==> src/uri_component_splitter_assert.svh <==
// assertion macros for the uri component splitter
`ifndef URI_COMPONENT_SPLITTER_ASSERT_SVH
`define URI_COMPONENT_SPLITTER_ASSERT_SVH

`ifndef SYNTHESIS
// antecedent implies consequent in the same cycle
`define UCS_ASSERT_NOW(lbl, ante, cons) \
  lbl: assert property (@(posedge clk) disable iff (!rst_n) (ante) |-> (cons)) \
    else $error("ucs assertion failed");
// antecedent implies consequent in the next cycle
`define UCS_ASSERT_NEXT(lbl, ante, cons) \
  lbl: assert property (@(posedge clk) disable iff (!rst_n) (ante) |=> (cons)) \
    else $error("ucs assertion failed");
`else
`define UCS_ASSERT_NOW(lbl, ante, cons)
`define UCS_ASSERT_NEXT(lbl, ante, cons)
`endif

`endif

==> src/ucs_pkg.sv <==
// shared types and constants for the uri component splitter
`timescale 1ns / 1ps
package ucs_pkg;

  localparam int MAX_LEN = 4096;
  localparam int LEN_W   = $clog2(MAX_LEN + 1);

  typedef logic [LEN_W-1:0] len_t;

  localparam logic [7:0] CH_PLUS     = 8'h2b;
  localparam logic [7:0] CH_DOT      = 8'h2e;
  localparam logic [7:0] CH_DASH     = 8'h2d;
  localparam logic [7:0] CH_SLASH    = 8'h2f;
  localparam logic [7:0] CH_COLON    = 8'h3a;
  localparam logic [7:0] CH_QUESTION = 8'h3f;
  localparam logic [7:0] CH_LOWER_A  = 8'h61;
  localparam logic [7:0] CH_LOWER_Z  = 8'h7a;
  localparam logic [7:0] CH_DIGIT_0  = 8'h30;
  localparam logic [7:0] CH_DIGIT_9  = 8'h39;

  typedef struct packed {
    logic [7:0] byte_req;
    logic       last;
  } in_item_t;

  typedef struct packed {
    logic has_scheme;
    logic authority_found;
    len_t authority_start;
    len_t host_port_length;
    logic path_found;
    len_t path_start;
    logic query_found;
    len_t query_start;
    logic too_long;
  } out_item_t;

endpackage

==> src/ucs_scan.sv <==
// per-byte uri scanner: phase tracking, offset capture and result assembly
`timescale 1ns / 1ps
module ucs_scan import ucs_pkg::*; (
  input  logic      clk,
  input  logic      rst_n,
  input  logic      step,
  input  in_item_t  item,
  output out_item_t result
);

  typedef enum logic [2:0] {
    PH_SCHEME,
    PH_COLON1,
    PH_COLON2,
    PH_AUTH,
    PH_NONE,
    PH_DS1,
    PH_DS2
  } phase_t;

  localparam len_t MAX_LEN_C = LEN_W'(MAX_LEN);

  phase_t phase_r, phase_nxt;
  len_t   byte_count_r, byte_count_nxt;
  logic   scheme_ok_r, scheme_ok_nxt;
  logic   auth_flag_r, auth_flag_nxt;
  len_t   auth_off_r, auth_off_nxt;
  logic   slash_flag_r, slash_flag_nxt;
  len_t   slash_off_r, slash_off_nxt;
  logic   q_flag_r, q_flag_nxt;
  len_t   q_off_r, q_off_nxt;
  logic   ovf_r, ovf_nxt;

  len_t       pos;
  logic [LEN_W:0] pos_inc;
  len_t       pos_cap;
  logic [7:0] c;
  logic       is_lower, is_scheme_ch, is_slash;
  logic       fin_auth;
  len_t       fin_aoff, end_pos;

  assign c            = item.byte_req;
  assign is_lower     = (c >= CH_LOWER_A) && (c <= CH_LOWER_Z);
  assign is_scheme_ch = is_lower || ((c >= CH_DIGIT_0) && (c <= CH_DIGIT_9)) ||
                        (c == CH_PLUS) || (c == CH_DOT) || (c == CH_DASH);
  assign is_slash     = (c == CH_SLASH);

  always_comb begin
    byte_count_nxt = byte_count_r;
    ovf_nxt        = ovf_r;
    if (byte_count_r >= MAX_LEN_C) begin
      ovf_nxt = 1'b1;
      pos     = MAX_LEN_C;
    end else begin
      pos            = byte_count_r;
      byte_count_nxt = byte_count_r + len_t'(1);
    end
    pos_inc = {1'b0, pos} + {{LEN_W{1'b0}}, 1'b1};
    pos_cap = (pos_inc > {1'b0, MAX_LEN_C}) ? MAX_LEN_C : pos_inc[LEN_W-1:0];

    phase_nxt      = phase_r;
    scheme_ok_nxt  = scheme_ok_r;
    auth_flag_nxt  = auth_flag_r;
    auth_off_nxt   = auth_off_r;
    slash_flag_nxt = slash_flag_r;
    slash_off_nxt  = slash_off_r;
    q_flag_nxt     = q_flag_r;
    q_off_nxt      = q_off_r;

    case (phase_r)
      PH_SCHEME: begin
        if ((pos == '0) && is_slash) begin
          scheme_ok_nxt = 1'b0;
          phase_nxt     = PH_DS1;
        end else if ((pos != '0) && (c == CH_COLON)) begin
          phase_nxt = PH_COLON1;
        end else if ((pos == '0) ? is_lower : is_scheme_ch) begin
          phase_nxt = PH_SCHEME;
        end else begin
          scheme_ok_nxt = 1'b0;
          phase_nxt     = PH_NONE;
        end
      end
      PH_DS1:    phase_nxt = is_slash ? PH_DS2 : PH_NONE;
      PH_DS2: begin
        if (is_slash) begin
          phase_nxt = PH_NONE;
        end else begin
          phase_nxt     = PH_AUTH;
          auth_flag_nxt = 1'b1;
          auth_off_nxt  = len_t'(2);
        end
      end
      PH_COLON1: phase_nxt = is_slash ? PH_COLON2 : PH_NONE;
      PH_COLON2: begin
        if (is_slash) begin
          phase_nxt     = PH_AUTH;
          auth_flag_nxt = 1'b1;
          auth_off_nxt  = pos_cap;
        end else begin
          phase_nxt = PH_NONE;
        end
      end
      PH_AUTH: begin
        if (is_slash && !slash_flag_r) begin
          slash_flag_nxt = 1'b1;
          slash_off_nxt  = pos;
        end
      end
      default: phase_nxt = phase_r;
    endcase

    if ((c == CH_QUESTION) && !q_flag_r) begin
      q_flag_nxt = 1'b1;
      q_off_nxt  = pos_cap;
    end
  end

  // result from the updated state; "//" at the very end still opens an authority
  always_comb begin
    fin_auth = auth_flag_nxt || (phase_nxt == PH_DS2);
    fin_aoff = (phase_nxt == PH_DS2) ? len_t'(2) : auth_off_nxt;
    end_pos  = slash_flag_nxt ? slash_off_nxt : pos_cap;

    result                  = '0;
    result.authority_found  = fin_auth;
    result.has_scheme       = fin_auth && (fin_aoff != len_t'(2));
    result.path_found       = 1'b1;
    if (fin_auth) begin
      result.authority_start  = fin_aoff;
      result.host_port_length = (end_pos > fin_aoff) ? (end_pos - fin_aoff) : '0;
      result.path_found       = slash_flag_nxt;
      result.path_start       = slash_flag_nxt ? slash_off_nxt : '0;
    end
    result.query_found = q_flag_nxt && (q_off_nxt < pos_cap);
    result.query_start = result.query_found ? q_off_nxt : '0;
    result.too_long    = ovf_nxt;
  end

  always_ff @(posedge clk) begin
    if (!rst_n || (step && item.last)) begin
      phase_r      <= PH_SCHEME;
      byte_count_r <= '0;
      scheme_ok_r  <= 1'b1;
      auth_flag_r  <= 1'b0;
      auth_off_r   <= '0;
      slash_flag_r <= 1'b0;
      slash_off_r  <= '0;
      q_flag_r     <= 1'b0;
      q_off_r      <= '0;
      ovf_r        <= 1'b0;
    end else if (step) begin
      phase_r      <= phase_nxt;
      byte_count_r <= byte_count_nxt;
      scheme_ok_r  <= scheme_ok_nxt;
      auth_flag_r  <= auth_flag_nxt;
      auth_off_r   <= auth_off_nxt;
      slash_flag_r <= slash_flag_nxt;
      slash_off_r  <= slash_off_nxt;
      q_flag_r     <= q_flag_nxt;
      q_off_r      <= q_off_nxt;
      ovf_r        <= ovf_nxt;
    end
  end

endmodule

==> src/uri_component_splitter.sv <==
// top level of the uri component splitter: input stage, scanner and result register
//
// usage:
//   in_data carries one uri byte per transaction plus a last flag; a uri is
//   any run of bytes closed by one with last set. out_data carries one result
//   per uri (scheme, authority, host/port length, path and query offsets).
//   both channels use valid/stall: a transaction completes on a clock edge
//   with valid high and stall low.
// throughput: one byte per cycle, back to back, across uris too, unless stalled.
// result path: the result of a uri appears on out_valid after the transaction
//   carrying its last byte passes the input register, then the result register.
// stall: while a result waits in the output register, non-final bytes keep
//   flowing; a final byte waits in the input register until the result is
//   taken, and in_stall rises only then.
// reset: synchronous, active low; clears both registers and returns the
//   scanner to the start of a uri. no clearing pass is needed.
// offsets saturate at MAX_LEN; longer uris raise too_long.
`timescale 1ns / 1ps
module uri_component_splitter import ucs_pkg::*; (
  input  logic      clk,
  input  logic      rst_n,
  input  logic      in_valid,
  output logic      in_stall,
  input  in_item_t  in_data,
  output logic      out_valid,
  input  logic      out_stall,
  output out_item_t out_data
);

`include "uri_component_splitter_assert.svh"

  logic      s1_valid_r;
  in_item_t  s1_r;
  logic      out_valid_r;
  out_item_t out_data_r;
  logic      out_free;
  logic      s1_go;
  out_item_t scan_res;

  assign out_free  = !out_valid_r || !out_stall;
  // a final byte may only move on when the result slot frees up
  assign s1_go     = s1_valid_r && (!s1_r.last || out_free);
  assign in_stall  = s1_valid_r && !s1_go;
  assign out_valid = out_valid_r;
  assign out_data  = out_data_r;

  ucs_scan u_scan (
    .clk    (clk),
    .rst_n  (rst_n),
    .step   (s1_go),
    .item   (s1_r),
    .result (scan_res)
  );

  always_ff @(posedge clk) begin
    if (!rst_n) begin
      s1_valid_r  <= 1'b0;
      out_valid_r <= 1'b0;
    end else begin
      if (!in_stall) begin
        s1_valid_r <= in_valid;
      end
      if (s1_go && s1_r.last) begin
        out_valid_r <= 1'b1;
      end else if (!out_stall) begin
        out_valid_r <= 1'b0;
      end
    end
  end

  always_ff @(posedge clk) begin
    if (in_valid && !in_stall) begin
      s1_r <= in_data;
    end
    if (s1_go && s1_r.last) begin
      out_data_r <= scan_res;
    end
  end

  `UCS_ASSERT_NEXT(a_s1_hold, s1_valid_r && !s1_go, s1_valid_r && $stable(s1_r))
  `UCS_ASSERT_NEXT(a_last_gives_result, s1_go && s1_r.last, out_valid_r)
  `UCS_ASSERT_NOW(a_scheme_needs_auth, out_valid_r && out_data_r.has_scheme, out_data_r.authority_found)
  `UCS_ASSERT_NOW(a_no_auth_shape, out_valid_r && !out_data_r.authority_found, out_data_r.path_found && (out_data_r.authority_start == '0))
  `UCS_ASSERT_NOW(a_query_offset, out_valid_r && out_data_r.query_found, out_data_r.query_start != '0)

endmodule
==> config.mk <==
export PLATFORM = sky130hd
export DESIGN_NAME = uri_component_splitter
export DESIGN_NICKNAME = d
export VERILOG_FILES = /design/src/ucs_pkg.sv /design/src/ucs_scan.sv /design/src/uri_component_splitter.sv
export VERILOG_INCLUDE_DIRS = /design/src /design/src/src
export SDC_FILE = /design/constraint.sdc
export NUM_CORES = 1
export LEC_CHECK = 0
export BUFFER_PORTS_ARGS = -buffer_cell sky130_fd_sc_hd__buf_2
export CAP_MARGIN = 20
export CORE_MARGIN = 2
export CORE_UTILIZATION = 58
export CTS_BUF_LIST = sky130_fd_sc_hd__clkbuf_4 sky130_fd_sc_hd__clkbuf_8
export CTS_CLUSTER_DIAMETER = 200
export DETAILED_ROUTE_END_ITERATION = 7
export PLACE_DENSITY = 0.79
export SLEW_MARGIN = 25
export SYNTH_ARGS = -nofsm -noshare
export SYNTH_HDL_FRONTEND = slang
export SYNTH_HIERARCHICAL = 1
export SYNTH_SLANG_ARGS = --single-unit
==> constraint.sdc <==
create_clock -name clk -period 12.5 [get_ports clk]
set_input_delay 0.625 -clock clk [delete_from_list [all_inputs] [get_ports clk]]
set_output_delay 0.625 -clock clk [all_outputs]
set_load 0.02 [all_outputs]
# After elaboration in Yosys (flattened, before gate mapping)
# Cells that the tools add are included.
# classes
add_sub_neg	3
muxes	28
order_cmp	8
bitwise_logic	1
n_eq_ne	14
reduce_logical	34
# ops
cell	n
$mux 13	9
$eq 8x6->1 const B	6
$pmux 13 s2	1
$mux 3	6
$pmux 3 s5	1
$add 13x1->14 const B	1
$gt 14x13->1 const B	1
$add 13x1->13 const B	1
$ge 13x13->1 const B	1
$gt 13x13->1	1
$logic_not 13->1	1
$lt 13x13->1	1
$ne 13x2->1 const B	1
$reduce_bool 13->1	1
$sub 13x13->13	1
$logic_and 1x1->1	12
$eq 3x3->1 const B	3
$mux 1	9
$ge 8x6->1 const B	1
$ge 8x7->1 const B	1
$le 8x6->1 const B	1
$le 8x7->1 const B	1
$logic_not 1->1	8
$logic_or 1x1->1	8
8 further kinds	11
# word_totals
out_inout_bits	59
in_bits	13
elab_cells	110
register_bits	127

# Depth between registers and ports, before layout
# depth
ltp_word	15
ltp_mapped	23
mapped_depth_nobuf	21

# Modules after synthesis
# The synthesis kept the hierarchy.
# modules_own_cells
module	cells_per_inst	seq_area_each_um2	instances	area_per_inst_um2
ucs_scan	759	1181.1	1	5312.6
uri_component_splitter	77	2021.9	1	2077.0

# Least setup slack after synthesis
# No wires, ideal clock.
# synth_path
kind	register to register
from	register u_scan.byte_count_r[12]
to	register out_data_r, in the netlist out_data[40], data pin
path_buffers	2
setup_slack_ps	7586
arrival_time_ps	4658
stages_incl_launch_ff	20
required_ps	12244
setup_time_ps	256
path_cell_list	dfxtp_1 -> clkbuf_1 -> clkbuf_1 -> nor2_1 -> ha_1 -> inv_1 -> nor4_1 -> mux2_2 -> nor4_4 -> a21oi_1 -> nor3_1 -> o21ai_0 -> ha_1 -> a21oi_1 -> nor2_1 -> nor2_1 -> o31ai_4 -> a211o_1 -> or3_1 -> and4b_1
# synth_via
elab_chain_cells	12
word_cells_on_any_way	25
cone_classes	add/sub (2); order compare (3); eq/ne (1); mux (13); reduce/logical (6)
# synth_rtl
element	line_no	text
from (decl)	ucs_scan.sv:24	len_t byte_count_r, byte_count_nxt;
from (signal assigned)	ucs_scan.sv:154	byte_count_r <= byte_count_nxt;
$ge 13x13->1	ucs_scan.sv:51	if (byte_count_r >= MAX_LEN_C) begin
$mux 13 (*)	ucs_scan.sv:51	
branches (longest 10 deep; another with $add 13x1->14)	-	
to (signal assigned)	uri_component_splitter.sv:76	out_data_r <= scan_res;
to (decl)	uri_component_splitter.sv:35	out_item_t out_data_r;
# Every way passes the cells marked *.
# A chain may end at the register's enable or synchronous reset.

# Worst setup path after layout
# layout_path
from	register u_scan.byte_count_r[0]
to	register out_data_r, in the netlist out_data[40], data pin
# The elaborated chain is that of the path after synthesis.

==> key figures <==
Final layout
  • Area Growth Syn to Fin: 11.5%
  • Fin area: just over 0.008 sq mm
  • Area of the multi-input gates: around 0.0038 sq mm
  • ANT cells: 0
  • Sequential cell area: ~0.0032 sq mm
  • Share of cells above drive strength 1: between 10% and 20%
  • Fin nets: a little over 900
  • FILL cells: 1081

Timing
  • Final Hold Vio Count: 0
  • Fin Setup TNS: 0 ns
  • Fin crit share: a little under half
  • Final count of negative-setup-slack endpoints: 0
  • Fmax: 175 MHz
  • PnR worst setup slack: about 7 ns
  • RSZ-0062 raised after global routing: false
  • Final worst path period need: ~5.7 ns
  • Clk_skew: about 0.014 ns
  • Final hold slack: around 0.36 ns
  • Slew @ Worst Pin: slightly above 0.9 ns
  • Slew headroom: a little under two fifths
  • Slew Viols, Final: 0

Drt
  • M1 wire length: about 7800 um
  • Detail Route Antenna Nets: 0
  • Drt total wl: roughly 18000 um
  • Routed wire per std cell: roughly 17 um
  • Met3 wire len: 1320 um
  • Total number of vias: about 6300
  • Met2 wire length: 8030 um
  • Via/cell ratio: between 5 and 6
  • DRC violations left: 0
  • 1st-pass router iterations: 8
  • First DRT Iteration DRCs: 689
  • Top sig layer: met4

Synthesis
  • Multiplexer share of the synthesized area: under 10%
  • EDFF count, synth: 66
  • Post-synthesis compound-gate area fraction: between 10% and 20%
  • Synth unique cells: between 60 and 70
  • Synth Flop Type: edfxtp_1
  • Synth Area in Adders: 4.91%
  • Register bit total from synthesis: 127
  • Largest family of logic cells by synthesized area: simple AND/OR/NAND/NOR gates
  • Yosys top cell area share: 26.8%
  • Mapped Nets: between 800 and 900
  • Top cells by area, synth: edfxtp_1 (27%), dfxtp_1 (17%), nor2_1 (6.7%), ha_1 (4.9%), mux2i_1 (4.1%)
  • Ys Warns: 6
  • Async SR Flop Fraction: 0%
  • Synth top cells by count: nor2_1 (132), nand2_1 (80), edfxtp_1 (66), dfxtp_1 (61), a21oi_1 (55)
  • Post-Syn Instances: between 800 and 900
  • Most numerous cell in the Yosys netlist: nor2_1
  • Post-synthesis simple-gate area fraction: between 20% and 30%
  • Area share of xor/xnor cells in the synthesized design: 2.84%
  • Sequential cell area fraction in the yosys report: between 40 and 50%
  • Syn avg cell area: ~9 sq um
  • Largest area contributor in the netlist: edfxtp_1
  • Cell area after synthesis: between 0.007 and 0.008 sq mm

Placed design
  • Place WS: 6.93 ns
  • Post-DP HPWL: 12500 um
  • Placer Congestion: 0.945
  • Post-Place Cell Area: around 0.0078 sq mm
  • PortBufs: around 70

Global route
  • Global-route wire length before repair: 28600 um
  • Initial antenna violation count: 0
  • Vias in the first global route: approximately 5700
  • All-Layer GR Usage: a little over a quarter
  • Largest net degree at the start of global routing: 60
  • Total gr overflow: 0

Critical path
  • R2R setup slack: slightly below 7 ns
  • Most frequent CP cell: nor2_1
  • WP buf/inv: 2
  • Crit-path leading delay family: simple AND/OR/NAND/NOR gates
  • Worst path arrival time: just under 6 ns
  • WP data required: between 10 and 15 ns
  • CP Depth: 18
  • Slowest stage cell, crit path: nor3_1
  • CP max stage delay: approximately 0.63 ns
  • CP Max Fanout: 12
  • Crit. End Element: flip-flop
  • CP startpoint kind: flip-flop
  • R2R cell count: 18
  • Crit path cell chain: inv_1 -> nor2_1 -> ha_1 -> inv_1 -> nor4_1 -> mux2_2 -> nor4_4 -> a21oi_1 -> nor3_1 -> o21ai_0 -> ha_1 -> a21oi_1 -> nor2_1 -> nor2_1 -> o31ai_4 -> a21oi_2 -> a221o_1 -> and4b_1
  • Setup CP Type: reg2reg

Outcome
  • Status: complete, no violations

Power
  • Peak supply drop: 0.0636 mV
  • LEAKAGE: ~3.2 nW
  • Power per Cell Area: 107 mW/mm^2

Clocking
  • Post-CTS Setup Bufs: 0
  • Clock Tree Buf Depth: 2
  • CTS H-tree lvls: 4
  • Inserted Clock Buffers: 17
  • Root Driver: clkbuf_8
  • Cts hold-fix bufs: 0
  • CTS sink cnt: 127
  • CTS tree: done
  • CTS-repair resized insts: 0
  • Clock slew at reported path FFs: 0.07 ns
  • Worst-Skew Late Latency: 0.45 ns

Die
  • Core Region: 0.0125 sq mm
  • Rows: 41
  • I/O pin count: a little over 70
  • Initial core utilization: 59.0%
  • Die W: around 120 um
  • Die height: approximately 120 um
  • Die ar.: 0.0137 sq mm

Worst hold path
  • Worst Hold Depth: 1
  • Hold WC Path Type: in2reg

Flow run
  • Max cap viols: 0
-- where the power goes --
group,internal [mW],switching (mW)
sequential,0.444,0.00664
combinational,0.0206,0.0369
clock,0.202,0.168
-- flip-flops by register name (all words and copies together) (netlist names) --
signal,cells
out_valid,1
u_scan/phase_r,3
s1_r,9
u_scan/auth_flag_r,1
u_scan/slash_flag_r,1
out_data,57
u_scan/byte_count_r,13
s1_valid_r,1
u_scan/ovf_r,1
u_scan/slash_off_r,13
u_scan/q_off_r,13
u_scan/auth_off_r,13
u_scan/q_flag_r,1
-- cell usage in the layout, fill, tap and decap left out, types with 8 or more instances in the layout --
master	netlist	routed
xnor2_1	14	14
dfxtp_1	61	61
clkbuf_8	0	18
nand2_1	80	79
nand3_1	20	20
a21o_1	11	11
nand4_1	13	13
a211oi_1	16	16
buf_4	3	8
a21oi_1	55	54
and3_1	9	9
inv_1	39	39
ha_1	29	29
o21ai_0	49	49
buf_2	7	71
nor2_1	132	132
edfxtp_1	66	66
nor2b_1	22	22
a22oi_1	15	15
mux2i_1	30	30
nor3_1	12	11
xor2_1	10	10
-- worst paths after layout --
kind | startpoint | end
setup / recovery | u_scan/byte_count_r[0]$_SDFFE_PP0P_ | out_data[40]$_DFFE_PP_
hold / removal | in_data[4] | s1_r[4]$_DFFE_PP_
setup reg to reg | u_scan/byte_count_r[0]$_SDFFE_PP0P_ | out_data[40]$_DFFE_PP_
hold reg to reg | u_scan/slash_off_r[1]$_SDFFE_PP0P_ | u_scan/slash_off_r[1]$_SDFFE_PP0P_
-- per-stage QoR --
stage / std cells / utilization [%] / power, mW
2_1_floorplan: 836 / - / 0.502
3_3_place_gp: 1035 / 62.5 / 0.516
3_5_place_dp: 1035 / 62.5 / 0.517
4_1_cts: 1067 / 65.8 / 0.882
5_1_grt: 1067 / 65.8 / 0.907
6_report: 1067 / 65.8 / 0.878
-- cell type report --
type                            instances  share of cell area [%]
Timing Repair Buffer                   79                    5.04
Inverter                               41                    1.87
Clock buffer                           18                    3.01
Sequential cell                       127                    38.9
Clock inverter                         14                    2.00
Tap cell                              172                    2.61
Multi-Input combinational cell        616                    46.6
-- worst register-to-register path: stages, from the launching register on --
cell	delay (ns)
dfxtp_1	0.53
inv_1	0.10
nor2_1	0.32
ha_1	0.34
inv_1	0.08
nor4_1	0.31
mux2_2	0.46
nor4_4	0.25
a21oi_1	0.22
nor3_1	0.63
o21ai_0	0.33
ha_1	0.44
a21oi_1	0.17
nor2_1	0.06
nor2_1	0.16
o31ai_4	0.12
a21oi_2	0.22
a221o_1	0.49
and4b_1	0.25
-- kinds of logic (layout without fill, tap and decap cells) --
group,Yosys count,in the layout
buf+inv,93,152
mux,32,32
flops,127,127
fa+ha+maj,29,29
simple gates,338,338
xor+xnor,24,24
compound gates,193,193
-- routing by layer --
metal / track usage, % / vias up
met5: 0 / -
met4: 10.7 / 0
met3: 6.23 / 46
met2: 42.0 / 296
met1: 36.8 / 2909
li1: - / 3076
(Power assumes the default switching activity.)
